==> config.mk <==
export PLATFORM = sky130hd
export DESIGN_NAME = encoder_odometry_integrator_flat
export DESIGN_NICKNAME = d
export VERILOG_FILES = /design/src/sv/eoi_pkg.sv /design/src/sv/eoi_if.sv /design/src/sv/encoder_odometry_integrator.sv /design/src/sv/eoi_ctrl.sv /design/src/sv/eoi_datapath.sv /design/src/flat_wrapper.sv
export SDC_FILE = /design/constraint.sdc
export NUM_CORES = 2
export LEC_CHECK = 0
export BUFFER_PORTS_ARGS = -buffer_cell sky130_fd_sc_hd__buf_2
export CAP_MARGIN = 5
export CORE_UTILIZATION = 24
export CTS_BUF_LIST = sky130_fd_sc_hd__clkbuf_16
export DETAILED_ROUTE_END_ITERATION = 7
export PLACE_DENSITY = 0.49
export SYNTH_ARGS = -nofsm -noshare
export SYNTH_HDL_FRONTEND = slang
export SYNTH_HIERARCHICAL = 1
export SYNTH_SLANG_ARGS = --single-unit
==> constraint.sdc <==
create_clock -name clk -period 18.35 [get_ports clk]
set_input_delay 2.7525 -clock clk [delete_from_list [all_inputs] [get_ports clk]]
set_output_delay 2.7525 -clock clk [all_outputs]
set_load 0.005 [all_outputs]
==> src/sv/eoi_pkg.sv <==
`default_nettype none
package eoi_pkg;

  localparam int CORDIC_STEPS_DEF = 16;
  localparam int CNT_W = 5;
  localparam int MAC_LAST = 31;
  localparam logic signed [33:0] CORDIC_GAIN = 34'sd652032874;
  localparam logic [15:0] STEP_TIME_RST = 16'd655;
  localparam logic [23:0] STEP_RATE_RST = 24'd25600;

  typedef enum logic [7:0] {
    REG_OFFSET_X  = 8'd0,
    REG_OFFSET_Y  = 8'd1,
    REG_STEP_TIME = 8'd2,
    REG_STEP_RATE = 8'd3
  } reg_idx_t;

  typedef enum logic [2:0] {
    ST_IDLE,
    ST_CORD,
    ST_FLIP,
    ST_MAC,
    ST_DONE
  } state_t;

  typedef enum logic [2:0] {
    A_C,
    A_S,
    A_WX,
    A_WY,
    A_DX,
    A_DY
  } a_sel_t;

  typedef enum logic [2:0] {
    B_VX,
    B_VY,
    B_OX,
    B_OY,
    B_ST,
    B_SR
  } b_sel_t;

  typedef enum logic [3:0] {
    WR_NONE,
    WR_WX,
    WR_WY,
    WR_SPX,
    WR_SPY,
    WR_NX,
    WR_NY,
    WR_VX,
    WR_VY
  } store_t;

  typedef struct packed {
    a_sel_t a_sel;
    b_sel_t b_sel;
    logic   hi;
    logic   neg;
    logic   clr;
    store_t wr;
  } mac_op_t;

  typedef struct packed {
    logic             cap;
    logic             cord;
    logic [CNT_W-1:0] iter;
    logic             flip;
    logic             mac;
    mac_op_t          op;
    logic             load_out;
  } cmd_t;

  function automatic logic signed [32:0] atan_q30(input logic [4:0] i);
    logic signed [32:0] v;
    unique case (i)
      5'd0:  v = 33'sd536870912;
      5'd1:  v = 33'sd316933406;
      5'd2:  v = 33'sd167458907;
      5'd3:  v = 33'sd85004756;
      5'd4:  v = 33'sd42667331;
      5'd5:  v = 33'sd21354465;
      5'd6:  v = 33'sd10679838;
      5'd7:  v = 33'sd5340245;
      5'd8:  v = 33'sd2670163;
      5'd9:  v = 33'sd1335087;
      5'd10: v = 33'sd667544;
      5'd11: v = 33'sd333772;
      5'd12: v = 33'sd166886;
      5'd13: v = 33'sd83443;
      5'd14: v = 33'sd41722;
      5'd15: v = 33'sd20861;
      5'd16: v = 33'sd10430;
      5'd17: v = 33'sd5215;
      5'd18: v = 33'sd2608;
      5'd19: v = 33'sd1304;
      5'd20: v = 33'sd652;
      5'd21: v = 33'sd326;
      5'd22: v = 33'sd163;
      5'd23: v = 33'sd81;
      5'd24: v = 33'sd41;
      5'd25: v = 33'sd20;
      5'd26: v = 33'sd10;
      5'd27: v = 33'sd5;
      5'd28: v = 33'sd3;
      5'd29: v = 33'sd1;
      5'd30: v = 33'sd1;
      default: v = 33'sd0;
    endcase
    return v;
  endfunction

  function automatic mac_op_t mk_op(input a_sel_t a, input b_sel_t b, input logic hi,
                                    input logic neg, input logic clr);
    mac_op_t o;
    o.a_sel = a;
    o.b_sel = b;
    o.hi = hi;
    o.neg = neg;
    o.clr = clr;
    o.wr = WR_NONE;
    return o;
  endfunction

  function automatic mac_op_t mk_wr(input store_t w);
    mac_op_t o;
    o = mk_op(A_C, B_VX, 1'b0, 1'b0, 1'b0);
    o.wr = w;
    return o;
  endfunction

  function automatic mac_op_t mac_op(input logic [CNT_W-1:0] k);
    mac_op_t o;
    unique case (k)
      5'd0:  o = mk_op(A_C, B_VX, 1'b0, 1'b0, 1'b1);
      5'd1:  o = mk_op(A_C, B_VX, 1'b1, 1'b0, 1'b0);
      5'd2:  o = mk_op(A_S, B_VY, 1'b0, 1'b1, 1'b0);
      5'd3:  o = mk_op(A_S, B_VY, 1'b1, 1'b1, 1'b0);
      5'd4:  o = mk_wr(WR_WX);
      5'd5:  o = mk_op(A_S, B_VX, 1'b0, 1'b0, 1'b1);
      5'd6:  o = mk_op(A_S, B_VX, 1'b1, 1'b0, 1'b0);
      5'd7:  o = mk_op(A_C, B_VY, 1'b0, 1'b0, 1'b0);
      5'd8:  o = mk_op(A_C, B_VY, 1'b1, 1'b0, 1'b0);
      5'd9:  o = mk_wr(WR_WY);
      5'd10: o = mk_op(A_WX, B_ST, 1'b0, 1'b0, 1'b1);
      5'd11: o = mk_op(A_WX, B_ST, 1'b1, 1'b0, 1'b0);
      5'd12: o = mk_wr(WR_SPX);
      5'd13: o = mk_op(A_WY, B_ST, 1'b0, 1'b0, 1'b1);
      5'd14: o = mk_op(A_WY, B_ST, 1'b1, 1'b0, 1'b0);
      5'd15: o = mk_wr(WR_SPY);
      5'd16: o = mk_op(A_C, B_OX, 1'b0, 1'b0, 1'b1);
      5'd17: o = mk_op(A_C, B_OX, 1'b1, 1'b0, 1'b0);
      5'd18: o = mk_op(A_S, B_OY, 1'b0, 1'b1, 1'b0);
      5'd19: o = mk_op(A_S, B_OY, 1'b1, 1'b1, 1'b0);
      5'd20: o = mk_wr(WR_NX);
      5'd21: o = mk_op(A_S, B_OX, 1'b0, 1'b0, 1'b1);
      5'd22: o = mk_op(A_S, B_OX, 1'b1, 1'b0, 1'b0);
      5'd23: o = mk_op(A_C, B_OY, 1'b0, 1'b0, 1'b0);
      5'd24: o = mk_op(A_C, B_OY, 1'b1, 1'b0, 1'b0);
      5'd25: o = mk_wr(WR_NY);
      5'd26: o = mk_op(A_DX, B_SR, 1'b0, 1'b0, 1'b1);
      5'd27: o = mk_op(A_DX, B_SR, 1'b1, 1'b0, 1'b0);
      5'd28: o = mk_wr(WR_VX);
      5'd29: o = mk_op(A_DY, B_SR, 1'b0, 1'b0, 1'b1);
      5'd30: o = mk_op(A_DY, B_SR, 1'b1, 1'b0, 1'b0);
      default: o = mk_wr(WR_VY);
    endcase
    return o;
  endfunction

  function automatic logic signed [31:0] sat32(input logic signed [65:0] v);
    logic signed [31:0] r;
    if (v > 66'sd2147483647) begin
      r = 32'sh7fffffff;
    end else if (v < -66'sd2147483648) begin
      r = 32'sh80000000;
    end else begin
      r = v[31:0];
    end
    return r;
  endfunction

endpackage
`default_nettype wire

==> src/sv/eoi_if.sv <==
`default_nettype none
interface eoi_in_if;
  logic               valid;
  logic               ready;
  logic               operation;
  logic signed [15:0] yaw;
  logic signed [31:0] enc_vel_x;
  logic signed [31:0] enc_vel_y;
  modport source (output valid, operation, yaw, enc_vel_x, enc_vel_y, input ready);
  modport sink (input valid, operation, yaw, enc_vel_x, enc_vel_y, output ready);
endinterface

interface eoi_out_if;
  logic               valid;
  logic               ready;
  logic signed [31:0] pos_x;
  logic signed [31:0] pos_y;
  logic signed [31:0] vel_x;
  logic signed [31:0] vel_y;
  modport source (output valid, pos_x, pos_y, vel_x, vel_y, input ready);
  modport sink (input valid, pos_x, pos_y, vel_x, vel_y, output ready);
endinterface

interface eoi_cfg_if;
  logic        valid;
  logic        ready;
  logic [7:0]  index;
  logic [23:0] data;
  modport source (output valid, index, data, input ready);
  modport sink (input valid, index, data, output ready);
endinterface
`default_nettype wire

==> src/sv/encoder_odometry_integrator.sv <==
`default_nettype none
// Dead-reckoning odometry with a sensor mounting offset, one item at a time. A reset
// item goes from acceptance to the done state, where its result is loaded into the
// output register once the output is free; the block then returns to idle and takes
// its next item. An integration item passes through the CORDIC iterations, then the
// quadrant correction, then the steps on the single shared 35 x 18 bit multiply-
// accumulate unit, which forms every wide product as two partial products and gives
// each rounded store a step of its own, and then reaches the done state to load the
// result. A stalled output holds an item that waits to load in the done state.
// A finished result waits in the output register while the next item is accepted.
// Configuration writes are always ready and take effect at once.
module encoder_odometry_integrator #(
  parameter int CORDIC_STEPS = eoi_pkg::CORDIC_STEPS_DEF
) (
  input wire logic clk,
  input wire logic rst_n,
  eoi_in_if.sink   in_ch,
  eoi_out_if.source out_ch,
  eoi_cfg_if.sink  cfg_ch
);

  eoi_pkg::cmd_t cmd;

  assign cfg_ch.ready = 1'b1;

  eoi_ctrl #(
    .CORDIC_STEPS(CORDIC_STEPS)
  ) u_ctrl (
    .clk(clk),
    .rst_n(rst_n),
    .in_valid(in_ch.valid),
    .in_op(in_ch.operation),
    .in_ready(in_ch.ready),
    .out_valid(out_ch.valid),
    .out_ready(out_ch.ready),
    .cmd(cmd)
  );

  eoi_datapath u_dp (
    .clk(clk),
    .rst_n(rst_n),
    .cmd(cmd),
    .in_operation(in_ch.operation),
    .in_yaw(in_ch.yaw),
    .in_enc_vel_x(in_ch.enc_vel_x),
    .in_enc_vel_y(in_ch.enc_vel_y),
    .cfg_we(cfg_ch.valid),
    .cfg_index(cfg_ch.index),
    .cfg_data(cfg_ch.data),
    .pos_x(out_ch.pos_x),
    .pos_y(out_ch.pos_y),
    .vel_x(out_ch.vel_x),
    .vel_y(out_ch.vel_y)
  );

endmodule
`default_nettype wire

==> src/sv/eoi_ctrl.sv <==
`default_nettype none
module eoi_ctrl #(
  parameter int CORDIC_STEPS = eoi_pkg::CORDIC_STEPS_DEF
) (
  input  wire logic          clk,
  input  wire logic          rst_n,
  input  wire logic          in_valid,
  input  wire logic          in_op,
  output logic               in_ready,
  output logic               out_valid,
  input  wire logic          out_ready,
  output eoi_pkg::cmd_t      cmd
);

  localparam int CW = eoi_pkg::CNT_W;

  eoi_pkg::state_t state_r, state_nxt;
  logic [CW-1:0]   cnt_r, cnt_nxt;
  logic            out_valid_r, out_valid_nxt;
  logic            out_free;

  assign out_free = !out_valid_r || out_ready;
  assign out_valid = out_valid_r;

  always_comb begin
    state_nxt = state_r;
    cnt_nxt = cnt_r;
    unique case (state_r)
      eoi_pkg::ST_IDLE: begin
        cnt_nxt = '0;
        if (in_valid) begin
          state_nxt = in_op ? eoi_pkg::ST_DONE : eoi_pkg::ST_CORD;
        end
      end
      eoi_pkg::ST_CORD: begin
        if (cnt_r == CW'(CORDIC_STEPS - 1)) begin
          state_nxt = eoi_pkg::ST_FLIP;
          cnt_nxt = '0;
        end else begin
          cnt_nxt = cnt_r + 1'b1;
        end
      end
      eoi_pkg::ST_FLIP: begin
        state_nxt = eoi_pkg::ST_MAC;
        cnt_nxt = '0;
      end
      eoi_pkg::ST_MAC: begin
        if (cnt_r == CW'(eoi_pkg::MAC_LAST)) begin
          state_nxt = eoi_pkg::ST_DONE;
        end else begin
          cnt_nxt = cnt_r + 1'b1;
        end
      end
      eoi_pkg::ST_DONE: begin
        if (out_free) begin
          state_nxt = eoi_pkg::ST_IDLE;
        end
      end
      default: state_nxt = eoi_pkg::ST_IDLE;
    endcase
  end

  always_comb begin
    in_ready = 1'b0;
    cmd = '0;
    cmd.iter = cnt_r;
    cmd.op = eoi_pkg::mac_op(cnt_r);
    out_valid_nxt = out_valid_r && !out_ready;
    unique case (state_r)
      eoi_pkg::ST_IDLE: begin
        in_ready = 1'b1;
        cmd.cap = in_valid;
      end
      eoi_pkg::ST_CORD: cmd.cord = 1'b1;
      eoi_pkg::ST_FLIP: cmd.flip = 1'b1;
      eoi_pkg::ST_MAC:  cmd.mac = 1'b1;
      eoi_pkg::ST_DONE: begin
        if (out_free) begin
          cmd.load_out = 1'b1;
          out_valid_nxt = 1'b1;
        end
      end
      default: cmd = '0;
    endcase
  end

  always_ff @(posedge clk) begin
    if (!rst_n) begin
      state_r <= eoi_pkg::ST_IDLE;
      cnt_r <= '0;
      out_valid_r <= 1'b0;
    end else begin
      state_r <= state_nxt;
      cnt_r <= cnt_nxt;
      out_valid_r <= out_valid_nxt;
    end
  end

endmodule
`default_nettype wire

==> src/sv/eoi_datapath.sv <==
`default_nettype none
module eoi_datapath (
  input  wire logic               clk,
  input  wire logic               rst_n,
  input  wire eoi_pkg::cmd_t      cmd,
  input  wire logic               in_operation,
  input  wire logic signed [15:0] in_yaw,
  input  wire logic signed [31:0] in_enc_vel_x,
  input  wire logic signed [31:0] in_enc_vel_y,
  input  wire logic               cfg_we,
  input  wire logic [7:0]         cfg_index,
  input  wire logic [23:0]        cfg_data,
  output logic signed [31:0]      pos_x,
  output logic signed [31:0]      pos_y,
  output logic signed [31:0]      vel_x,
  output logic signed [31:0]      vel_y
);

  logic signed [23:0] offx_r, offy_r;
  logic [15:0]        st_r;
  logic [23:0]        sr_r;
  logic signed [31:0] vx_r, vy_r;
  logic               flip_r;
  logic signed [33:0] x_r, y_r;
  logic signed [32:0] z_r;
  logic signed [65:0] acc_r;
  logic signed [33:0] wx_r, wy_r;
  logic signed [31:0] spx_r, spy_r, nx_r, ny_r, bpx_r, bpy_r, bvx_r, bvy_r;
  logic signed [31:0] pos_x_r, pos_y_r, vel_x_r, vel_y_r;

  logic signed [33:0] dx, dy;
  logic signed [32:0] ang;
  logic signed [34:0] a_val;
  logic signed [32:0] b_val;
  logic signed [17:0] b_part;
  logic signed [52:0] prod;
  logic signed [65:0] prod_x, term;
  logic signed [65:0] acc_nxt;
  logic signed [35:0] r30;
  logic signed [49:0] r16;
  logic signed [57:0] r8;
  logic signed [65:0] sum_tmp;
  logic               yaw_flip;

  assign yaw_flip = in_yaw[15] ^ in_yaw[14];
  assign dx = y_r >>> cmd.iter;
  assign dy = x_r >>> cmd.iter;
  assign ang = eoi_pkg::atan_q30(cmd.iter[4:0]);

  always_comb begin
    unique case (cmd.op.a_sel)
      eoi_pkg::A_C:  a_val = 35'(x_r);
      eoi_pkg::A_S:  a_val = 35'(y_r);
      eoi_pkg::A_WX: a_val = 35'(wx_r);
      eoi_pkg::A_WY: a_val = 35'(wy_r);
      eoi_pkg::A_DX: a_val = 35'(nx_r) - 35'(bpx_r);
      eoi_pkg::A_DY: a_val = 35'(ny_r) - 35'(bpy_r);
      default:       a_val = '0;
    endcase
    unique case (cmd.op.b_sel)
      eoi_pkg::B_VX: b_val = 33'(vx_r);
      eoi_pkg::B_VY: b_val = 33'(vy_r);
      eoi_pkg::B_OX: b_val = 33'(offx_r);
      eoi_pkg::B_OY: b_val = 33'(offy_r);
      eoi_pkg::B_ST: b_val = {17'd0, st_r};
      eoi_pkg::B_SR: b_val = {9'd0, sr_r};
      default:       b_val = '0;
    endcase
    b_part = cmd.op.hi ? {{2{b_val[32]}}, b_val[32:17]} : {1'b0, b_val[16:0]};
    prod = a_val * b_part;
    prod_x = 66'(prod);
    term = cmd.op.hi ? {prod_x[48:0], 17'd0} : prod_x;
    if (cmd.op.neg) begin
      term = -term;
    end
    acc_nxt = cmd.op.clr ? term : acc_r + term;
    sum_tmp = acc_r + 66'sd536870912;
    r30 = sum_tmp[65:30];
    sum_tmp = acc_r + 66'sd32768;
    r16 = sum_tmp[65:16];
    sum_tmp = acc_r + 66'sd128;
    r8 = sum_tmp[65:8];
  end

  always_ff @(posedge clk) begin
    if (!rst_n) begin
      offx_r <= '0;
      offy_r <= '0;
      st_r <= eoi_pkg::STEP_TIME_RST;
      sr_r <= eoi_pkg::STEP_RATE_RST;
    end else if (cfg_we) begin
      unique case (cfg_index)
        eoi_pkg::REG_OFFSET_X:  offx_r <= cfg_data;
        eoi_pkg::REG_OFFSET_Y:  offy_r <= cfg_data;
        eoi_pkg::REG_STEP_TIME: st_r <= cfg_data[15:0];
        eoi_pkg::REG_STEP_RATE: sr_r <= cfg_data;
        default: ;
      endcase
    end
  end

  always_ff @(posedge clk) begin
    if (cmd.cap) begin
      vx_r <= in_enc_vel_x;
      vy_r <= in_enc_vel_y;
      flip_r <= yaw_flip;
      x_r <= eoi_pkg::CORDIC_GAIN;
      y_r <= '0;
      z_r <= 33'($signed({in_yaw[14], in_yaw[14:0], 16'd0}));
    end else if (cmd.cord) begin
      if (!z_r[32]) begin
        x_r <= x_r - dx;
        y_r <= y_r + dy;
        z_r <= z_r - ang;
      end else begin
        x_r <= x_r + dx;
        y_r <= y_r - dy;
        z_r <= z_r + ang;
      end
    end else if (cmd.flip && flip_r) begin
      x_r <= -x_r;
      y_r <= -y_r;
    end
    if (cmd.mac && cmd.op.wr == eoi_pkg::WR_NONE) begin
      acc_r <= acc_nxt;
    end
    if (cmd.mac) begin
      unique case (cmd.op.wr)
        eoi_pkg::WR_WX: wx_r <= r30[33:0];
        eoi_pkg::WR_WY: wy_r <= r30[33:0];
        eoi_pkg::WR_NX: nx_r <= eoi_pkg::sat32(66'(spx_r) - 66'(r30));
        eoi_pkg::WR_NY: ny_r <= eoi_pkg::sat32(66'(spy_r) - 66'(r30));
        default: ;
      endcase
    end
    if (cmd.load_out) begin
      pos_x_r <= bpx_r;
      pos_y_r <= bpy_r;
      vel_x_r <= bvx_r;
      vel_y_r <= bvy_r;
    end
  end

  always_ff @(posedge clk) begin
    if (!rst_n) begin
      spx_r <= '0;
      spy_r <= '0;
      bpx_r <= '0;
      bpy_r <= '0;
      bvx_r <= '0;
      bvy_r <= '0;
    end else if (cmd.cap && in_operation) begin
      spx_r <= 32'(offx_r);
      spy_r <= 32'(offy_r);
      bpx_r <= '0;
      bpy_r <= '0;
      bvx_r <= '0;
      bvy_r <= '0;
    end else if (cmd.mac) begin
      unique case (cmd.op.wr)
        eoi_pkg::WR_SPX: spx_r <= eoi_pkg::sat32(66'(spx_r) + 66'(r16));
        eoi_pkg::WR_SPY: spy_r <= eoi_pkg::sat32(66'(spy_r) + 66'(r16));
        eoi_pkg::WR_VX: begin
          bvx_r <= eoi_pkg::sat32(66'(r8));
          bpx_r <= nx_r;
        end
        eoi_pkg::WR_VY: begin
          bvy_r <= eoi_pkg::sat32(66'(r8));
          bpy_r <= ny_r;
        end
        default: ;
      endcase
    end
  end

  assign pos_x = pos_x_r;
  assign pos_y = pos_y_r;
  assign vel_x = vel_x_r;
  assign vel_y = vel_y_r;

endmodule
`default_nettype wire

==> src/flat_wrapper.sv <==
// flat-port wrapper written by rule: the top's interface ports become plain ports
module encoder_odometry_integrator_flat 
#(
  parameter int CORDIC_STEPS = eoi_pkg::CORDIC_STEPS_DEF
)
  (clk, rst_n, in_ch_valid, in_ch_operation, in_ch_yaw, in_ch_enc_vel_x, in_ch_enc_vel_y, in_ch_ready, out_ch_valid, out_ch_pos_x, out_ch_pos_y, out_ch_vel_x, out_ch_vel_y, out_ch_ready, cfg_ch_valid, cfg_ch_index, cfg_ch_data, cfg_ch_ready);
  eoi_in_if in_ch_i ();
  eoi_out_if out_ch_i ();
  eoi_cfg_if cfg_ch_i ();
  input wire logic clk;
  input wire logic rst_n;
  input wire logic [$bits(in_ch_i.valid)-1:0] in_ch_valid;
  input wire logic [$bits(in_ch_i.operation)-1:0] in_ch_operation;
  input wire logic [$bits(in_ch_i.yaw)-1:0] in_ch_yaw;
  input wire logic [$bits(in_ch_i.enc_vel_x)-1:0] in_ch_enc_vel_x;
  input wire logic [$bits(in_ch_i.enc_vel_y)-1:0] in_ch_enc_vel_y;
  output wire logic [$bits(in_ch_i.ready)-1:0] in_ch_ready;
  output wire logic [$bits(out_ch_i.valid)-1:0] out_ch_valid;
  output wire logic [$bits(out_ch_i.pos_x)-1:0] out_ch_pos_x;
  output wire logic [$bits(out_ch_i.pos_y)-1:0] out_ch_pos_y;
  output wire logic [$bits(out_ch_i.vel_x)-1:0] out_ch_vel_x;
  output wire logic [$bits(out_ch_i.vel_y)-1:0] out_ch_vel_y;
  input wire logic [$bits(out_ch_i.ready)-1:0] out_ch_ready;
  input wire logic [$bits(cfg_ch_i.valid)-1:0] cfg_ch_valid;
  input wire logic [$bits(cfg_ch_i.index)-1:0] cfg_ch_index;
  input wire logic [$bits(cfg_ch_i.data)-1:0] cfg_ch_data;
  output wire logic [$bits(cfg_ch_i.ready)-1:0] cfg_ch_ready;
  assign in_ch_i.valid = in_ch_valid;
  assign in_ch_i.operation = in_ch_operation;
  assign in_ch_i.yaw = in_ch_yaw;
  assign in_ch_i.enc_vel_x = in_ch_enc_vel_x;
  assign in_ch_i.enc_vel_y = in_ch_enc_vel_y;
  assign in_ch_ready = in_ch_i.ready;
  assign out_ch_valid = out_ch_i.valid;
  assign out_ch_pos_x = out_ch_i.pos_x;
  assign out_ch_pos_y = out_ch_i.pos_y;
  assign out_ch_vel_x = out_ch_i.vel_x;
  assign out_ch_vel_y = out_ch_i.vel_y;
  assign out_ch_i.ready = out_ch_ready;
  assign cfg_ch_i.valid = cfg_ch_valid;
  assign cfg_ch_i.index = cfg_ch_index;
  assign cfg_ch_i.data = cfg_ch_data;
  assign cfg_ch_ready = cfg_ch_i.ready;
  encoder_odometry_integrator #(.CORDIC_STEPS(CORDIC_STEPS)) u_core (.clk(clk), .rst_n(rst_n), .in_ch(in_ch_i), .out_ch(out_ch_i), .cfg_ch(cfg_ch_i));
endmodule
==> impl_metrics.ini <==
[run_status]
status = completed

[clock_tree]
numCtsBuffers = 109
cts_max_level = 3
cts_setup_buffers = 0
clk_path_buf_depth = 4
insertion_delay_ns = 0.88
cts_resized = 0
cts_tree = done
clkTransAtPathRegs_ns = 0.06
hold_buffers = 0
cts_sinks = 794
clock-root-buffer = clkbuf_16

[global_routing]
grt_pass1_wl_um = 502000
grt_pass1_vias = 73680
grt_max_degree = 140
antenna_found_initial = 16
overflow = 0
track_usage = 0.183

[sta]
fin_tns_setup_ns = 0
rsz0062_at_grt = no
hold_viol = 0
max_freq_ghz = 0.0663
max_slew_margin = 0.218
final_max_slew_viol_count = 0
worstMarginPinSlew_ns = 1.16
layout_min_cycle_time_ns = 15.09
setup_viol = 0
final.period_utilization = 0.822
fin_skew_ns = 0.0876

[floorplanning]
dieArea_um2 = 365000
die_h_um = 604
die_width_um = 604
start_util = 0.242
core_um2 = 360000
fp-row-count = 220
io_pins = 249

[yosys]
seq_area_frac_synth = 0.230
synth_edf_count = 408
synth_fp_nets = 11585
netlist_instances = 10320
ys_seq_elements = 794
synth_area_um2 = 86900
yosys_warnings = 6
ys.flop_type = edfxtp_1
synth_cell_types = 128
synth_area_per_cell_um2 = 8.42
async_flop_share = 0

[placed_design]
portBuffers = 247
gp_congestion = 0.958
place_hpwl_um = 275000

[detailed_routing]
drc_errors = 0
wl_per_cell_um = 22.6
antenna_left = 0
drt_iter0_drc = 6446
routed_wl_um = 343000
vias = 76058
viasPerCell = 5.02
dr.pass1.iters = 6

[critical_path]
crit_arrival_ns = 15.64
crit_top_cell = fa_1
crit_path_start_kind = flip-flop
crit_buf_inv = 6
cp.required_ns = 18.90
crit_fanout = 13
path_class = flip-flop to flip-flop
end_kind = flip-flop
critical-path-max-stage-delay_ns = 0.79
slowest_stage = fa_1
crit_family = compound AO/OA/AOI/OAI gates

[run]
maxCapViolCount = 0

[worst_hold_path]
hold_class = flip-flop to flip-flop

[final_layout]
drive_above_1_share = 0.0884
fin_nets = 11533
syn_to_final_growth_pct = 11.5
## per-stage QoR
stage	hold WS, ns	utilization	instance area [µm²]	instances	setup WS [ns]
after floorplan	0.408	-	86900	10320	5.02
after global placement	0.412	0.260	93400	14930	3.39
after detailed placement	0.415	0.260	93400	14930	3.44
after CTS	0.331	0.269	96900	15131	3.31
after global routing	0.368	0.269	96900	15141	2.31
final	0.347	0.269	96900	15143	3.26
## synthesized netlist by cell type (all sizes together), types with 58 or more instances
cell,instances,share of area
or3,63,0.0045
nand4,82,0.0060
fa,600,0.14
nor2,840,0.036
a31oi,112,0.0082
ha,547,0.079
nor2b,114,0.0082
clkbuf,448,0.019
xnor2,431,0.044
nand2b,116,0.0083
a21o,262,0.023
o21bai,81,0.0070
mux2i,99,0.011
xor2,282,0.028
inv,915,0.040
buf,117,0.0068
o21ai,593,0.035
and2,117,0.0084
mux4,100,0.026
nor3,183,0.011
a22oi,58,0.0050
edfxtp,408,0.14
and3,107,0.0077
o21a,84,0.0073
a21oi,686,0.040
nand2,1309,0.057
a21boi,125,0.011
a211oi,181,0.016
dfxtp,386,0.089
nand3,181,0.011
## routing by layer
| metal | wire [µm] | share of wire | track usage | vias up |
|---|---|---|---|---|
| li1 | - | - | - | 35776 |
| met1 | 149000 | 0.43 | 0.240 | 37338 |
| met2 | 155000 | 0.45 | 0.295 | 2446 |
| met3 | 18900 | 0.055 | 0.0235 | 496 |
| met4 | 19500 | 0.057 | 0.0910 | 2 |
| met5 | 13 | 0.000038 | 0 | - |
## cells by family (layout without fill, tap and decap cells)
kind of cell / after synthesis / count (layout) / share of synthesized area
mux: 243 / 243 / 0.0430
flops: 794 / 794 / 0.230
compound gates: 2615 / 2615 / 0.196
xor+xnor: 713 / 713 / 0.0719
buf+inv: 1487 / 1525 / 0.0660
other cells: 1 / 13 / 0.0000431
fa+ha+maj: 1147 / 1147 / 0.217
simple gates: 3320 / 3320 / 0.177
## state kept, by name (all words and copies together), names as in the netlist, 33 cells and up, named ones only
signal	cells
u_core/u_dp/acc_r	66
u_core/u_dp/wx_r	34
u_core/u_dp/wy_r	34
u_core/u_dp/x_r	34
u_core/u_dp/y_r	34
u_core/u_dp/z_r	33
## worst register-to-register path, delay by kind of cell, from the launching register on
| kind | cells | cell delay [ns] |
|---|---|---|
| adder cells (fa/ha/maj) | 10 | 4.96 |
| multiplexers | 1 | 0.25 |
| AO/OA/AOI/OAI | 26 | 6.14 |
| flip-flops | 1 | 0.34 |
| XOR/XNOR | 2 | 0.31 |
| buffers and inverters | 6 | 0.70 |
| AND/OR/NAND/NOR | 8 | 2.10 |
## layout by cell type, fill, tap and decap left out, types with 57 or more instances in the layout
cell type and instances:
nand2_1 1306, inv_1 927, nor2_1 830, a21oi_1 669, fa_1 600, o21ai_0 561, ha_1 547, xnor2_1 430
edfxtp_1 408, dfxtp_1 386, xor2_1 282, a21o_1 262, buf_2 246, nand3_1 177, a211oi_1 177, nor3_1 172
buf_4 155, a21boi_0 119, nand2b_1 116, nor2b_1 113, clkbuf_16 110, a31oi_1 110, and3_1 104, and2_1 104
mux4_2 100, mux2i_1 99, o21a_1 83, nand4_1 81, o21bai_1 81, or3_1 63, a22oi_1 57
## area by class of cell
type / count / area, µm²
Sequential cell: 794 / 20000
Clock inverter: 91 / 746
Clock buffer: 110 / 2750
Multi-Input combinational cell: 8039 / 61500
Antenna cell: 12 / 30.0
Inverter: 922 / 3460
Fill cell: 39140 / 263000
Tap cell: 4773 / 5970
Timing Repair Buffer: 402 / 2410
## path summary, 6_finish.rpt
kind                    startpoint               endpoint  slack (ns)  depth (start not counted)
max            u_core/u_dp/ny_r[0]  u_core/u_dp/acc_r[63]        3.26                         53
min          u_core/u_dp/bvx_r[12]  u_core/u_dp/vel_x[12]        0.35                          0
max reg2reg    u_core/u_dp/ny_r[0]  u_core/u_dp/acc_r[63]        3.26                         53
min reg2reg  u_core/u_dp/bvx_r[12]  u_core/u_dp/vel_x[12]        0.35                          0
Power is not shown: default switching activity piles up to over one toggle a cycle in this logic, so the estimate is an artifact.
